## src/rtl/nss_pkg.sv

```systemverilog
`default_nettype none
// ----------------------------------------------------------------------------
// nss_pkg
// Types, constants and reset tables shared by the note step sequencer.
// ----------------------------------------------------------------------------
package nss_pkg;

  localparam int unsigned StepsDefault = 16;
  localparam int unsigned StepsMax     = 64;

  localparam logic [15:0] SpsReset = 16'd12000;
  localparam logic [6:0]  VelReset = 7'd100;

  typedef enum logic [2:0] {
    OP_TICK     = 3'd0,
    OP_NOTE_ON  = 3'd1,
    OP_NOTE_OFF = 3'd2,
    OP_CLOCK    = 3'd3,
    OP_PLAY     = 3'd4,
    OP_EDIT_PTR = 3'd5
  } op_e;

  typedef struct packed {
    logic       active;
    logic [6:0] velocity;
    logic [6:0] note;
  } step_t;

  // Factory pattern: a rising C major scale over the first eight steps.
  localparam logic [6:0] DefaultNotes [8] = '{
    7'd60, 7'd62, 7'd64, 7'd65, 7'd67, 7'd69, 7'd71, 7'd72
  };

  function automatic step_t default_step(input logic [5:0] idx);
    step_t s;
    s.velocity = VelReset;
    if (idx < 6'd8) begin
      s.active = 1'b1;
      s.note   = DefaultNotes[idx[2:0]];
    end else begin
      s.active = 1'b0;
      s.note   = 7'd0;
    end
    return s;
  endfunction

endpackage

`default_nettype wire

```

## src/rtl/nss_in_if.sv

```systemverilog
`default_nettype none
// ----------------------------------------------------------------------------
// nss_in_if
// Event channel into the sequencer: valid/ready plus the event fields.
// ----------------------------------------------------------------------------
interface nss_in_if;
  logic       valid;
  logic       ready;
  logic [2:0] opcode;
  logic [6:0] note;
  logic [6:0] velocity;
  logic [7:0] value;

  modport source (output valid, output opcode, output note, output velocity,
                  output value, input ready);
  modport sink   (input valid, input opcode, input note, input velocity,
                  input value, output ready);
endinterface

`default_nettype wire

```

## src/rtl/nss_out_if.sv

```systemverilog
`default_nettype none
// ----------------------------------------------------------------------------
// nss_out_if
// Result channel out of the sequencer: valid/ready plus voice and pointers.
// ----------------------------------------------------------------------------
interface nss_out_if;
  logic       valid;
  logic       ready;
  logic       gate;
  logic [6:0] pitch;
  logic       retrigger;
  logic [3:0] play_step;
  logic [3:0] edit_step;
  logic       recording;
  logic       playing;

  modport source (output valid, output gate, output pitch, output retrigger,
                  output play_step, output edit_step, output recording,
                  output playing, input ready);
  modport sink   (input valid, input gate, input pitch, input retrigger,
                  input play_step, input edit_step, input recording,
                  input playing, output ready);
endinterface

`default_nettype wire

```

## src/rtl/note_step_sequencer.sv

```systemverilog
`default_nettype none
// ----------------------------------------------------------------------------
// note_step_sequencer
// Event-driven step sequencer: plays a stored pattern on sample ticks and
// records note-on events into the pattern while stopped.
// ----------------------------------------------------------------------------
//  Channel  Dir  Handshake        Payload
//  in_i     in   valid/ready      opcode, note, velocity, value
//  out_o    out  valid/ready      gate, pitch, retrigger, play_step,
//                                 edit_step, recording, playing
//  cfg      in   cfg_we_i         cfg_wdata_i = sample ticks per step
//
// One event per clock is taken while the output is not stalled. Each event
// passes an input register and then a result register, whose valid flag
// marks its result. The pattern store is read ahead at the next play
// pointer, so the step data is ready for the next event. Reset is
// asynchronous and active low, and needs no clearing pass. A stalled output
// holds the result; the input register then takes a transfer only while it
// is empty, so at most two events wait inside.
// ----------------------------------------------------------------------------
module note_step_sequencer #(
  parameter int unsigned Steps = nss_pkg::StepsDefault
) (
  input  wire logic        clk_i,
  input  wire logic        rst_ni,
  input  wire logic        cfg_we_i,
  input  wire logic [15:0] cfg_wdata_i,
  nss_in_if.sink           in_i,
  nss_out_if.source        out_o
);
  import nss_pkg::*;

  localparam int unsigned PtrW = $clog2(Steps);
  localparam logic [PtrW-1:0] LastStep = PtrW'(Steps - 1);

  // Input register.
  logic       in_vld_q;
  logic [2:0] in_op_q;
  logic [6:0] in_note_q;
  logic [6:0] in_vel_q;
  logic [7:0] in_value_q;

  // Result register.
  logic       out_vld_q;
  logic       gate_o_q;
  logic [6:0] pitch_o_q;
  logic       retrig_o_q;
  logic [3:0] play_step_q;
  logic [3:0] edit_step_q;
  logic       rec_o_q;
  logic       play_o_q;

  // Sequencer state.
  logic [15:0]     sps_q;
  logic [15:0]     cnt_q, cnt_d;
  logic [PtrW-1:0] play_ptr_q, play_ptr_d;
  logic [PtrW-1:0] edit_ptr_q, edit_ptr_d;
  logic            play_q, play_d;
  logic            rec_q, rec_d;
  logic            gate_q, gate_d;
  logic [6:0]      pitch_q, pitch_d;
  logic [6:0]      last_q, last_d;
  logic            retrig;

  logic            adv;
  logic            mem_we;
  step_t           mem_wdata;
  step_t           cur_step;
  logic [15:0]     cnt_inc;
  logic [PtrW-1:0] play_ptr_nx;
  logic [PtrW-1:0] mem_raddr;

  assign adv        = in_vld_q && (!out_vld_q || out_o.ready);
  assign in_i.ready = !in_vld_q || adv;

  assign cnt_inc     = cnt_q + 16'd1;
  assign play_ptr_nx = (play_ptr_q == LastStep) ? '0 : play_ptr_q + PtrW'(1);

  always_comb begin
    cnt_d      = cnt_q;
    play_ptr_d = play_ptr_q;
    edit_ptr_d = edit_ptr_q;
    play_d     = play_q;
    rec_d      = rec_q;
    gate_d     = gate_q;
    pitch_d    = pitch_q;
    last_d     = last_q;
    retrig     = 1'b0;
    mem_we     = 1'b0;
    mem_wdata  = '{active: 1'b1, velocity: in_vel_q, note: in_note_q};
    case (op_e'(in_op_q))
      OP_TICK: begin
        if (play_q) begin
          cnt_d = cnt_inc;
          if (cnt_inc >= sps_q) begin
            cnt_d = '0;
            if (last_q != 7'd0) begin
              gate_d = 1'b0;
            end
            if (cur_step.active && cur_step.note != 7'd0) begin
              gate_d  = 1'b1;
              pitch_d = cur_step.note;
              last_d  = cur_step.note;
              retrig  = 1'b1;
            end
            play_ptr_d = play_ptr_nx;
          end
        end
      end
      OP_NOTE_ON: begin
        if (!play_q) begin
          mem_we = 1'b1;
          if (edit_ptr_q == LastStep) begin
            edit_ptr_d = '0;
            rec_d      = 1'b0;
          end else begin
            edit_ptr_d = edit_ptr_q + PtrW'(1);
            rec_d      = 1'b1;
          end
          pitch_d = in_note_q;
          gate_d  = 1'b1;
          retrig  = 1'b1;
        end
      end
      OP_NOTE_OFF: begin
        if (!play_q) begin
          gate_d = 1'b0;
        end
      end
      OP_CLOCK: begin
        if (play_q) begin
          cnt_d = '0;
        end
      end
      OP_PLAY: begin
        play_d = (in_value_q != 8'd0);
        if (in_value_q != 8'd0) begin
          play_ptr_d = '0;
          cnt_d      = '0;
        end
      end
      OP_EDIT_PTR: begin
        edit_ptr_d = (in_value_q >= 8'(Steps)) ? '0 : PtrW'(in_value_q);
      end
      default: begin
      end
    endcase
  end

  // The store is read at the pointer the next event will see, so the
  // registered read data always matches the current play pointer.
  assign mem_raddr = adv ? play_ptr_d : play_ptr_q;

  nss_step_mem #(
    .Steps (Steps)
  ) u_step_mem (
    .clk_i   (clk_i),
    .rst_ni  (rst_ni),
    .we_i    (adv && mem_we),
    .waddr_i (edit_ptr_q),
    .wdata_i (mem_wdata),
    .raddr_i (mem_raddr),
    .rdata_o (cur_step)
  );

  always_ff @(posedge clk_i or negedge rst_ni) begin
    if (!rst_ni) begin
      in_vld_q   <= 1'b0;
      out_vld_q  <= 1'b0;
      sps_q      <= SpsReset;
      cnt_q      <= '0;
      play_ptr_q <= '0;
      edit_ptr_q <= '0;
      play_q     <= 1'b0;
      rec_q      <= 1'b0;
      gate_q     <= 1'b0;
      pitch_q    <= '0;
      last_q     <= '0;
    end else begin
      if (cfg_we_i) begin
        sps_q <= cfg_wdata_i;
      end
      if (in_i.ready) begin
        in_vld_q <= in_i.valid;
      end
      if (adv) begin
        out_vld_q  <= 1'b1;
        cnt_q      <= cnt_d;
        play_ptr_q <= play_ptr_d;
        edit_ptr_q <= edit_ptr_d;
        play_q     <= play_d;
        rec_q      <= rec_d;
        gate_q     <= gate_d;
        pitch_q    <= pitch_d;
        last_q     <= last_d;
      end else if (out_o.ready) begin
        out_vld_q <= 1'b0;
      end
    end
  end

  always_ff @(posedge clk_i) begin
    if (in_i.ready && in_i.valid) begin
      in_op_q    <= in_i.opcode;
      in_note_q  <= in_i.note;
      in_vel_q   <= in_i.velocity;
      in_value_q <= in_i.value;
    end
    if (adv) begin
      gate_o_q    <= gate_d;
      pitch_o_q   <= pitch_d;
      retrig_o_q  <= retrig;
      play_step_q <= 4'(play_ptr_d);
      edit_step_q <= 4'(edit_ptr_d);
      rec_o_q     <= rec_d;
      play_o_q    <= play_d;
    end
  end

  assign out_o.valid     = out_vld_q;
  assign out_o.gate      = gate_o_q;
  assign out_o.pitch     = pitch_o_q;
  assign out_o.retrigger = retrig_o_q;
  assign out_o.play_step = play_step_q;
  assign out_o.edit_step = edit_step_q;
  assign out_o.recording = rec_o_q;
  assign out_o.playing   = play_o_q;

endmodule

`default_nettype wire

```

## src/rtl/nss_step_mem.sv

```systemverilog
`default_nettype none
// ----------------------------------------------------------------------------
// nss_step_mem
// Pattern store: one write port, one registered read port. Entries that have
// never been written read as the factory pattern, tracked by valid bits.
// ----------------------------------------------------------------------------
module nss_step_mem #(
  parameter int unsigned Steps = nss_pkg::StepsDefault,
  localparam int unsigned PtrW = $clog2(Steps)
) (
  input  wire logic                 clk_i,
  input  wire logic                 rst_ni,
  input  wire logic                 we_i,
  input  wire logic [PtrW-1:0]      waddr_i,
  input  wire nss_pkg::step_t       wdata_i,
  input  wire logic [PtrW-1:0]      raddr_i,
  output nss_pkg::step_t            rdata_o
);
  import nss_pkg::*;

  step_t             mem [Steps];
  logic [Steps-1:0]  written_q;
  step_t             rd_q;
  logic              rd_written_q;
  logic [PtrW-1:0]   rd_addr_q;

  always_ff @(posedge clk_i) begin
    if (we_i) begin
      mem[waddr_i] <= wdata_i;
    end
    rd_q      <= mem[raddr_i];
    rd_addr_q <= raddr_i;
  end

  always_ff @(posedge clk_i or negedge rst_ni) begin
    if (!rst_ni) begin
      written_q    <= '0;
      rd_written_q <= 1'b0;
    end else begin
      if (we_i) begin
        written_q[waddr_i] <= 1'b1;
      end
      rd_written_q <= written_q[raddr_i];
    end
  end

  assign rdata_o = rd_written_q ? rd_q : default_step(6'(rd_addr_q));

endmodule

`default_nettype wire
```

## src/flat_wrapper.sv

```systemverilog
// flat-port wrapper written by rule: the top's interface ports become plain ports
module note_step_sequencer_flat import nss_pkg::*;
#(
  parameter int unsigned Steps = nss_pkg::StepsDefault
)
  (clk_i, rst_ni, cfg_we_i, cfg_wdata_i, in_i_valid, in_i_opcode, in_i_note, in_i_velocity, in_i_value, in_i_ready, out_o_valid, out_o_gate, out_o_pitch, out_o_retrigger, out_o_play_step, out_o_edit_step, out_o_recording, out_o_playing, out_o_ready);
  nss_in_if in_i_i ();
  nss_out_if out_o_i ();
  input  wire logic clk_i;
  input  wire logic rst_ni;
  input  wire logic cfg_we_i;
  input  wire logic [15:0] cfg_wdata_i;
  input wire logic [$bits(in_i_i.valid)-1:0] in_i_valid;
  input wire logic [$bits(in_i_i.opcode)-1:0] in_i_opcode;
  input wire logic [$bits(in_i_i.note)-1:0] in_i_note;
  input wire logic [$bits(in_i_i.velocity)-1:0] in_i_velocity;
  input wire logic [$bits(in_i_i.value)-1:0] in_i_value;
  output wire logic [$bits(in_i_i.ready)-1:0] in_i_ready;
  output wire logic [$bits(out_o_i.valid)-1:0] out_o_valid;
  output wire logic [$bits(out_o_i.gate)-1:0] out_o_gate;
  output wire logic [$bits(out_o_i.pitch)-1:0] out_o_pitch;
  output wire logic [$bits(out_o_i.retrigger)-1:0] out_o_retrigger;
  output wire logic [$bits(out_o_i.play_step)-1:0] out_o_play_step;
  output wire logic [$bits(out_o_i.edit_step)-1:0] out_o_edit_step;
  output wire logic [$bits(out_o_i.recording)-1:0] out_o_recording;
  output wire logic [$bits(out_o_i.playing)-1:0] out_o_playing;
  input wire logic [$bits(out_o_i.ready)-1:0] out_o_ready;
  assign in_i_i.valid = in_i_valid;
  assign in_i_i.opcode = in_i_opcode;
  assign in_i_i.note = in_i_note;
  assign in_i_i.velocity = in_i_velocity;
  assign in_i_i.value = in_i_value;
  assign in_i_ready = in_i_i.ready;
  assign out_o_valid = out_o_i.valid;
  assign out_o_gate = out_o_i.gate;
  assign out_o_pitch = out_o_i.pitch;
  assign out_o_retrigger = out_o_i.retrigger;
  assign out_o_play_step = out_o_i.play_step;
  assign out_o_edit_step = out_o_i.edit_step;
  assign out_o_recording = out_o_i.recording;
  assign out_o_playing = out_o_i.playing;
  assign out_o_i.ready = out_o_ready;
  note_step_sequencer #(.Steps(Steps)) u_core (.clk_i(clk_i), .rst_ni(rst_ni), .cfg_we_i(cfg_we_i), .cfg_wdata_i(cfg_wdata_i), .in_i(in_i_i), .out_o(out_o_i));
endmodule
```

## config.mk

```make
export PLATFORM = sky130hd
export DESIGN_NAME = note_step_sequencer_flat
export DESIGN_NICKNAME = d
export VERILOG_FILES = /design/src/rtl/nss_pkg.sv /design/src/rtl/nss_in_if.sv /design/src/rtl/nss_out_if.sv /design/src/rtl/note_step_sequencer.sv /design/src/rtl/nss_step_mem.sv /design/src/flat_wrapper.sv
export SDC_FILE = /design/constraint.sdc
export NUM_CORES = 1
export LEC_CHECK = 0
export BUFFER_PORTS_ARGS = -buffer_cell sky130_fd_sc_hd__buf_4
export CAP_MARGIN = 25
export CORE_MARGIN = 2
export CORE_UTILIZATION = 61
export DETAILED_ROUTE_END_ITERATION = 12
export GPL_TIMING_DRIVEN = 0
export PLACE_DENSITY = 0.89
export SYNTH_ARGS = -nofsm -noshare
export SYNTH_HDL_FRONTEND = slang
export SYNTH_SLANG_ARGS = --single-unit
```

## constraint.sdc

```tcl
create_clock -name clk_i -period 5.3 [get_ports clk_i]
set_clock_uncertainty 0.2 [all_clocks]
set_input_delay 0.795 -clock clk_i [delete_from_list [all_inputs] [get_ports clk_i]]
set_output_delay 0.795 -clock clk_i [all_outputs]
set_load 0.02 [all_outputs]
```

* Yosys cells after proc, flatten, opt, wreduce, memory -nomap -nowiden
Memories as Yosys holds them, arrays and structs flattened. A register that Yosys moved wholly into a read port is not among the register bits.
Index checks and enable logic that the tools add are counted.
** Word-level totals
- Flip-flop bits (word level) :: 125
- Bits in writable memories :: 224
- ROM bits :: 56
- Bits of input ports :: 46
- Logic and storage cells :: 117
- Memories kept :: 2
** Operators by class
- Add/subtract/negate cells :: 3
- Magnitude comparators :: 7
- Equality and inequality tests :: 10
- Mux-type cells :: 50
- Bitwise operators :: 2
- Reductions and logical operators :: 17
** Memory list
- u_core.u_step_mem.mem :: words 16, bits a word 14, rd ports 1, clocked after memory_dff 1, wr ports 1, RTL line nss_step_mem.sv:21 : step_t mem [Steps];
- (name not given) :: words 8, bits a word 7, rd ports 1, clocked after memory_dff 0, wr ports 0, RTL line nss_pkg.sv:39 : s.note = DefaultNotes[idx[2:0]];
** Operator list (count)
- $mux 16 :: 4
- $mux 7 :: 7
- $pmux 16 s3 :: 1
- $mux 4 :: 8
- $mux 1 :: 22
- $add 16x1->16 const B :: 1
- $ge 16x16->1 :: 1
- $or 16x16->16 :: 1
- $pmux 4 s2 :: 2
- $mux 15 :: 1
- $pmux 7 s2 :: 1
- $reduce_bool 7->1 :: 2
- $lt 4x5->1 const B :: 2
- $reduce_and 5->1 :: 2
- $add 4x1->4 const B :: 2
- $eq 4x4->1 const B :: 2
- $ge 8x5->1 const B :: 1
- $reduce_bool 8->1 :: 1
- $eq 3x2->1 const B :: 2
- $eq 3x3->1 const B :: 2
- $ne 2x1->1 const B :: 3
- $logic_and 1x1->1 :: 5
- $bmux 1 s4 :: 1
- $demux 1 s4 :: 1
- 12 further kinds :: 14

* Longest topological paths before layout
- Depth after elaboration :: 12
- Depth in mapped cells :: 19
- Gate-level depth less buffers :: 18

* Modules after synthesis
Synthesis repeated with hierarchy kept, for this count alone.
** Unflattened totals
- Cells, all modules :: 944
- Area total of the unflattened synthesis :: 15483.6 sq um
** Modules (own cells, without submodules)
- nss_step_mem :: instances 1, cells an instance 485, area an instance 10372.4 sq um, sequential area each 8012.7 sq um
- note_step_sequencer :: instances 1, cells an instance 459, area an instance 5111.2 sq um, sequential area each 2806.4 sq um

* Least setup slack after synthesis
Ideal clock, no wire load.
- Path kind :: register to register
- From :: reg u_core.cnt_q[2]
- To :: reg u_core.u_step_mem.rd_q[4] (netlist name)
- Arrival time :: 4062 ps
- Slack :: 907 ps
- Stages on the path, launching flop included :: 20
- Path buffers :: 1
- Period minus slack after synthesis :: 4393 ps
- Path through :: dfrtp_1 and3_1 and3_1 and3_1 and3_1 and3_1 nand3_1 xnor2_1 ha_1 nand4_1 nor3_1 nor4_4 a31oi_2 mux2i_2 nor2_2 inv_1 buf_2 mux2_2 o211ai_1 nand4_1
** Between the ends
- Longest elaborated chain between the ends :: 6
** RTL lines
- from (decl) :: RTL line note_step_sequencer.sv:55 : logic [15:0] cnt_q, cnt_d;
- from (signal assigned) :: RTL line note_step_sequencer.sv:188 : cnt_q <= cnt_d;
- $add 16x1->16 :: RTL line note_step_sequencer.sv:76 : assign cnt_inc = cnt_q + 16'd1;
- $ge 16x16->1 :: RTL line note_step_sequencer.sv:95 : if (cnt_inc >= sps_q) begin
- $mux 4 :: RTL line note_step_sequencer.sv:95
- $mux 4 :: RTL line note_step_sequencer.sv:93 : if (play_q) begin
- $pmux 4 s2 :: RTL line note_step_sequencer.sv:91 : case (op_e'(in_op_q))
- $mux 4
No other way between the ends.
A chain may end at the register's enable or synchronous reset.

* Worst setup path after layout
- From :: reg u_core.cnt_q[2]
- To :: reg u_core.u_step_mem.rd_q[6] (netlist name)
** Between the ends
- Longest elaborated chain between the ends :: 6
** RTL lines
- $add 16x1->16 :: RTL line note_step_sequencer.sv:76
- $ge 16x16->1 :: RTL line note_step_sequencer.sv:95
- $mux 4 :: RTL line note_step_sequencer.sv:95
- $mux 4 :: RTL line note_step_sequencer.sv:93
- $pmux 4 s2 :: RTL line note_step_sequencer.sv:91
- $mux 4
- via u_core.mem_raddr[1] :: RTL line note_step_sequencer.sv:71 : logic [PtrW-1:0] mem_raddr;
The timed path passes the listed nets, and every way through them passes these cells.

==> impl_metrics.env <==
export IMPL_status="complete, no violations"
export IMPL_worstPathArrival_ns=5.33
export IMPL_core_area_um2=16600
export IMPL_clkLatencyLatePin_ns=0.52
export IMPL_clock_root_buffer="sky130_fd_sc_hd__clkbuf_16"
export IMPL_drt_first_iter_violations=966
export IMPL_worst_setup_path_end_kind="register"
export IMPL_min_path_type="in2reg"
export IMPL_initial_utilization_pct=62.8
export IMPL_grtUsageTotal_pct=28.3
export IMPL_final_min_period_over_clock_period_pct=96.5
export IMPL_netlist_instances=870
export IMPL_power_switching_fraction_pct=28.1
export IMPL_p_per_area_nw_per_um2=401
export IMPL_net_count_after_synthesis=941
export IMPL_drc=0
export IMPL_final_util_pct=73.1
export IMPL_compound_gate_portion_of_the_synthesized_area_pct=10.4
export IMPL_std_cell_rows=47
export IMPL_reg2reg_slack_ns=0.19
export IMPL_synthDominantCellAreaShare_pct=42.8
export IMPL_finalWirelength_um=25600
export IMPL_finalHoldViolCount=0
export IMPL_netlist_top_cell_by_area="sky130_fd_sc_hd__edfxtp_1"
export IMPL_grt_overflow_total=0
export IMPL_gp_congestion=0.910
export IMPL_io_pins=67
export IMPL_post_route_cells_drive_above_1_share_pct=19.7
export IMPL_cts_sinks=236
export IMPL_synth_warning_count=0
export IMPL_critical_path_slowest_cell="sky130_fd_sc_hd__mux4_2"
export IMPL_power_clock_fraction_pct=34.8
export IMPL_cp_data_required_time_ns=5.52
export IMPL_adder_cell_share_of_the_synthesized_area_pct=2.99
export IMPL_grt_pass1_wl_um=39900
export IMPL_yosys_area_share_simple_pct=14.0
export IMPL_vias_in_the_first_global_route=7517
export IMPL_start_kind="register"
export IMPL_worstHoldEndpoint="u_core.in_op_q[2]$_DFFE_PP_"
export IMPL_detailed_place_hpwl_um=16500
export IMPL_syn2layout_area_growth_pct=16.4
export IMPL_fp_dieArea_um2=18200
export IMPL_avgSynthCellArea_um2=12.0
export IMPL_register_area_um2=6610
export IMPL_worst_hold_path_num_cells=1
export IMPL_p_leak_nw=4.96
export IMPL_power_ir_vdd_worst_v=0.000278
export IMPL_worst_slew_pin_slew_ns=0.928
export IMPL_drv_max_cap_violation_count=0
export IMPL_count_of_pins_over_their_slew_limit=0
export IMPL_yosys_most_used_dff="sky130_fd_sc_hd__edfxtp_1"
export IMPL_timing_rr_end="u_core.u_step_mem.rd_q[6]$_DFF_P_"
export IMPL_number_of_enable_flip_flop_cells_after_synthesis=149
export IMPL_ys_types=64
export IMPL_final_net_count=1038
export IMPL_multi_input_area_um2=3640
export IMPL_vias=7653
export IMPL_fmaxAchievable_mhz=196
export IMPL_final_common_cell="sky130_fd_sc_hd__edfxtp_1"
export IMPL_post_layout_total_power_mw=4.88
export IMPL_most_prevalent_standard_cell_on_the_critical_path="sky130_fd_sc_hd__and3_1"
export IMPL_floorplan_die_height_um=135
export IMPL_async_reset_ff_share_pct=32.2
export IMPL_sequential_to_total_area_share_from_yosys_stat_pct=63.2
export IMPL_power_share_combinational_pct=18.8
export IMPL_tritoncts_num_buffers=24
export IMPL_grt_max_degree=77
export IMPL_layout_common_cells="sky130_fd_sc_hd__edfxtp_1, sky130_fd_sc_hd__nand2_1, sky130_fd_sc_hd__o21ai_0, sky130_fd_sc_hd__nand3_1, sky130_fd_sc_hd__dfrtp_1"
export IMPL_routed_wire_length_per_instance_um=21.2
export IMPL_clk_path_buf_depth=3
export IMPL_critical_path_max_stage_delay_ns=0.50
export IMPL_synth_top_family_by_area="simple AND/OR/NAND/NOR gates"
export IMPL_timing_slew_headroom_pct=38.1
export IMPL_power_share_sequential_pct=46.4
export IMPL_finalSetupViolCount=0
export IMPL_timing_hold_worst_start="in_i_opcode[2]"
export IMPL_ys_ff_latch=236
export IMPL_nFillCells=1025
export IMPL_critical_path_cell_sequence="and3_1, and3_1, and3_2, and3_2, and3_1, nand3_1, xnor2_1, ha_1, nand4_1, nor2_2, nand2_1, a31oi_4, and3_1, a21oi_4, inv_2, mux2_2, mux4_2, o211a_1"
export IMPL_detailedRoute_firstPassIterationCount=6
export IMPL_antenna_cells=0
export IMPL_cts_tree="done"
export IMPL_syn_area_um2=10500
export IMPL_chipWidth_um=135
export IMPL_share_of_cell_area_taken_by_muxes_after_synthesis_pct=5.61
export IMPL_intPower_mw=3.51
export IMPL_fin_worst_hold_slack_ns=0.247
export IMPL_port_buffer_count=59
export IMPL_finalWorstPathRequiredPeriod_ns=5.11
export IMPL_clkSlewWorstSetupHoldPaths_ns=0.06
export IMPL_via_per_inst=6.35
export IMPL_reg2regPathDepth=18
export IMPL_synth_xor_area_share_pct=1.17
export IMPL_reg2reg_from="u_core.cnt_q[2]$_DFFE_PN0P_"
export IMPL_setup_worst_path_class="reg2reg"
export IMPL_netSwitchingPower_mw=1.37
export IMPL_final_antenna_net_count=0
export IMPL_critPathMaxFanout=8
export IMPL_antenna_found_initial=0
export IMPL_total_number_of_h_tree_levels=1
export IMPL_synth_area_leaders="sky130_fd_sc_hd__edfxtp_1, sky130_fd_sc_hd__dfrtp_1, sky130_fd_sc_hd__nand2_1"
routing by layer:
metal | part of all wire (%) | global-route usage (%) | up-vias
met3 | 9.5 | 5.78 | 86
met4 | 3.5 | 10.4 | 0
met5 | 0 | 0 | -
met1 | 39 | 38.0 | 3692
li1 | - | - | 3383
met2 | 48 | 46.2 | 492
flip-flops by register name, indices dropped and copies added (netlist names), 3 cells and up:
| signal | count |
|---|---|
| u_core.u_step_mem.mem | 112 |
| u_core.cnt_q | 16 |
| u_core.sps_q | 16 |
| u_core.u_step_mem.written_q | 16 |
| u_core.in_value_q | 8 |
| u_core.in_note_q | 7 |
| u_core.last_q | 7 |
| u_core.out_o.pitch | 7 |
| u_core.pitch_q | 7 |
| u_core.u_step_mem.rd_q | 7 |
| u_core.edit_ptr_q | 4 |
| u_core.out_o.edit_step | 4 |
| u_core.out_o.play_step | 4 |
| u_core.play_ptr_q | 4 |
| u_core.u_step_mem.rd_addr_q | 4 |
| u_core.in_op_q | 3 |
layout make-up:
class | count | share of cell area [%]
clock inverters | 5 | 0.195
clock buffers | 39 | 6.43
flip-flops and latches | 236 | 54.3
inverters | 30 | 0.925
multi-input cells | 564 | 29.9
well taps | 220 | 2.26
plain buffers | 40 | 1.44
repair buffers | 71 | 4.54
what timing repair did:
| item | in CTS | in global routing |
|---|---|---|
| pin swaps | 0 | 8 |
| hold endpoints to repair | 0 | 9 |
| hold buffers | 0 | 1 |
| gates resized for setup | 5 | 19 |
| gates cloned | 0 | 0 |
| setup buffers | 1 | 4 |
| endpoints found under the setup margin | 8 | 8 |
cell usage after synthesis, types with 7 or more instances:
| cell type | number |
|---|---|
| sky130_fd_sc_hd__inv_1 | 28 |
| sky130_fd_sc_hd__dfstp_2 | 7 |
| sky130_fd_sc_hd__and3_1 | 10 |
| sky130_fd_sc_hd__nor2_1 | 39 |
| sky130_fd_sc_hd__a22oi_1 | 8 |
| sky130_fd_sc_hd__nand2_1 | 110 |
| sky130_fd_sc_hd__ha_1 | 25 |
| sky130_fd_sc_hd__nand3_1 | 69 |
| sky130_fd_sc_hd__o21ai_0 | 77 |
| sky130_fd_sc_hd__nand2b_1 | 20 |
| sky130_fd_sc_hd__a21oi_1 | 19 |
| sky130_fd_sc_hd__edfxtp_1 | 149 |
| sky130_fd_sc_hd__or2_2 | 19 |
| sky130_fd_sc_hd__mux2_2 | 34 |
| sky130_fd_sc_hd__dfxtp_1 | 11 |
| sky130_fd_sc_hd__xor2_1 | 7 |
| sky130_fd_sc_hd__xnor2_1 | 7 |
| sky130_fd_sc_hd__mux2i_1 | 7 |
| sky130_fd_sc_hd__clkbuf_1 | 31 |
| sky130_fd_sc_hd__dfrtp_1 | 69 |
| sky130_fd_sc_hd__nor3_1 | 8 |
| sky130_fd_sc_hd__o211ai_1 | 26 |
| sky130_fd_sc_hd__nand4_1 | 10 |
worst max-delay path: cells and delay by family (launching register included):
family / cells / cell delay, ns
fa+ha+maj: 1 / 0.34
flops: 1 / 0.41
mux: 2 / 0.87
xor+xnor: 1 / 0.17
simple gates: 10 / 2.13
buf+inv: 1 / 0.20
compound gates: 3 / 0.67
cell families after synthesis:
logic type / after synthesis
simple gates: 306
flops: 236
compound gates: 171
buf+inv: 70
mux: 48
fa+ha+maj: 25
xor+xnor: 14
power groups by stage:
stage	Clock, mW	Sequential (mW)	Combinational [mW]
after floorplan	0	2.28	0.569
after global routing	1.77	2.28	0.996
after detailed placement	0	2.29	0.861
after global placement	0	2.28	0.823
final	1.70	2.26	0.918
after CTS	1.70	2.26	0.883
worst max path at each step:
| stage | cells past startpoint | end | from | slack (ns) |
|---|---|---|---|---|
| final | 18 | u_core.u_step_mem.rd_q[6]$_DFF_P_ | u_core.cnt_q[2]$_DFFE_PN0P_ | 0.19 |
| after global placement | 19 | u_core.u_step_mem.rd_q[1]$_DFF_P_ | u_core.cnt_q[2]$_DFFE_PN0P_ | -0.16 |
| after floorplan | 19 | u_core.u_step_mem.rd_q[4]$_DFF_P_ | u_core.cnt_q[2]$_DFFE_PN0P_ | 0.91 |
| after global routing | 18 | u_core.u_step_mem.rd_q[6]$_DFF_P_ | u_core.cnt_q[2]$_DFFE_PN0P_ | -0.04 |
| after CTS | 19 | u_core.u_step_mem.rd_q[4]$_DFF_P_ | u_core.cnt_q[2]$_DFFE_PN0P_ | -0.02 |
| after detailed placement | 19 | u_core.u_step_mem.rd_q[2]$_DFF_P_ | u_core.cnt_q[2]$_DFFE_PN0P_ | -0.30 |
per-stage QoR:
step                std cells  cell area [um^2]  TNS (ns)  setup slack (ns)
finish                   1205             12200         0             0.188
global route             1205             12200   -0.0411           -0.0411
floorplan                 870             10500         0             0.907
CTS                      1199             12100   -0.0226           -0.0226
global placement         1149             11200    -0.692            -0.159
detailed placement       1154             11200     -1.70            -0.305
Power figures use the tool's default switching activity.
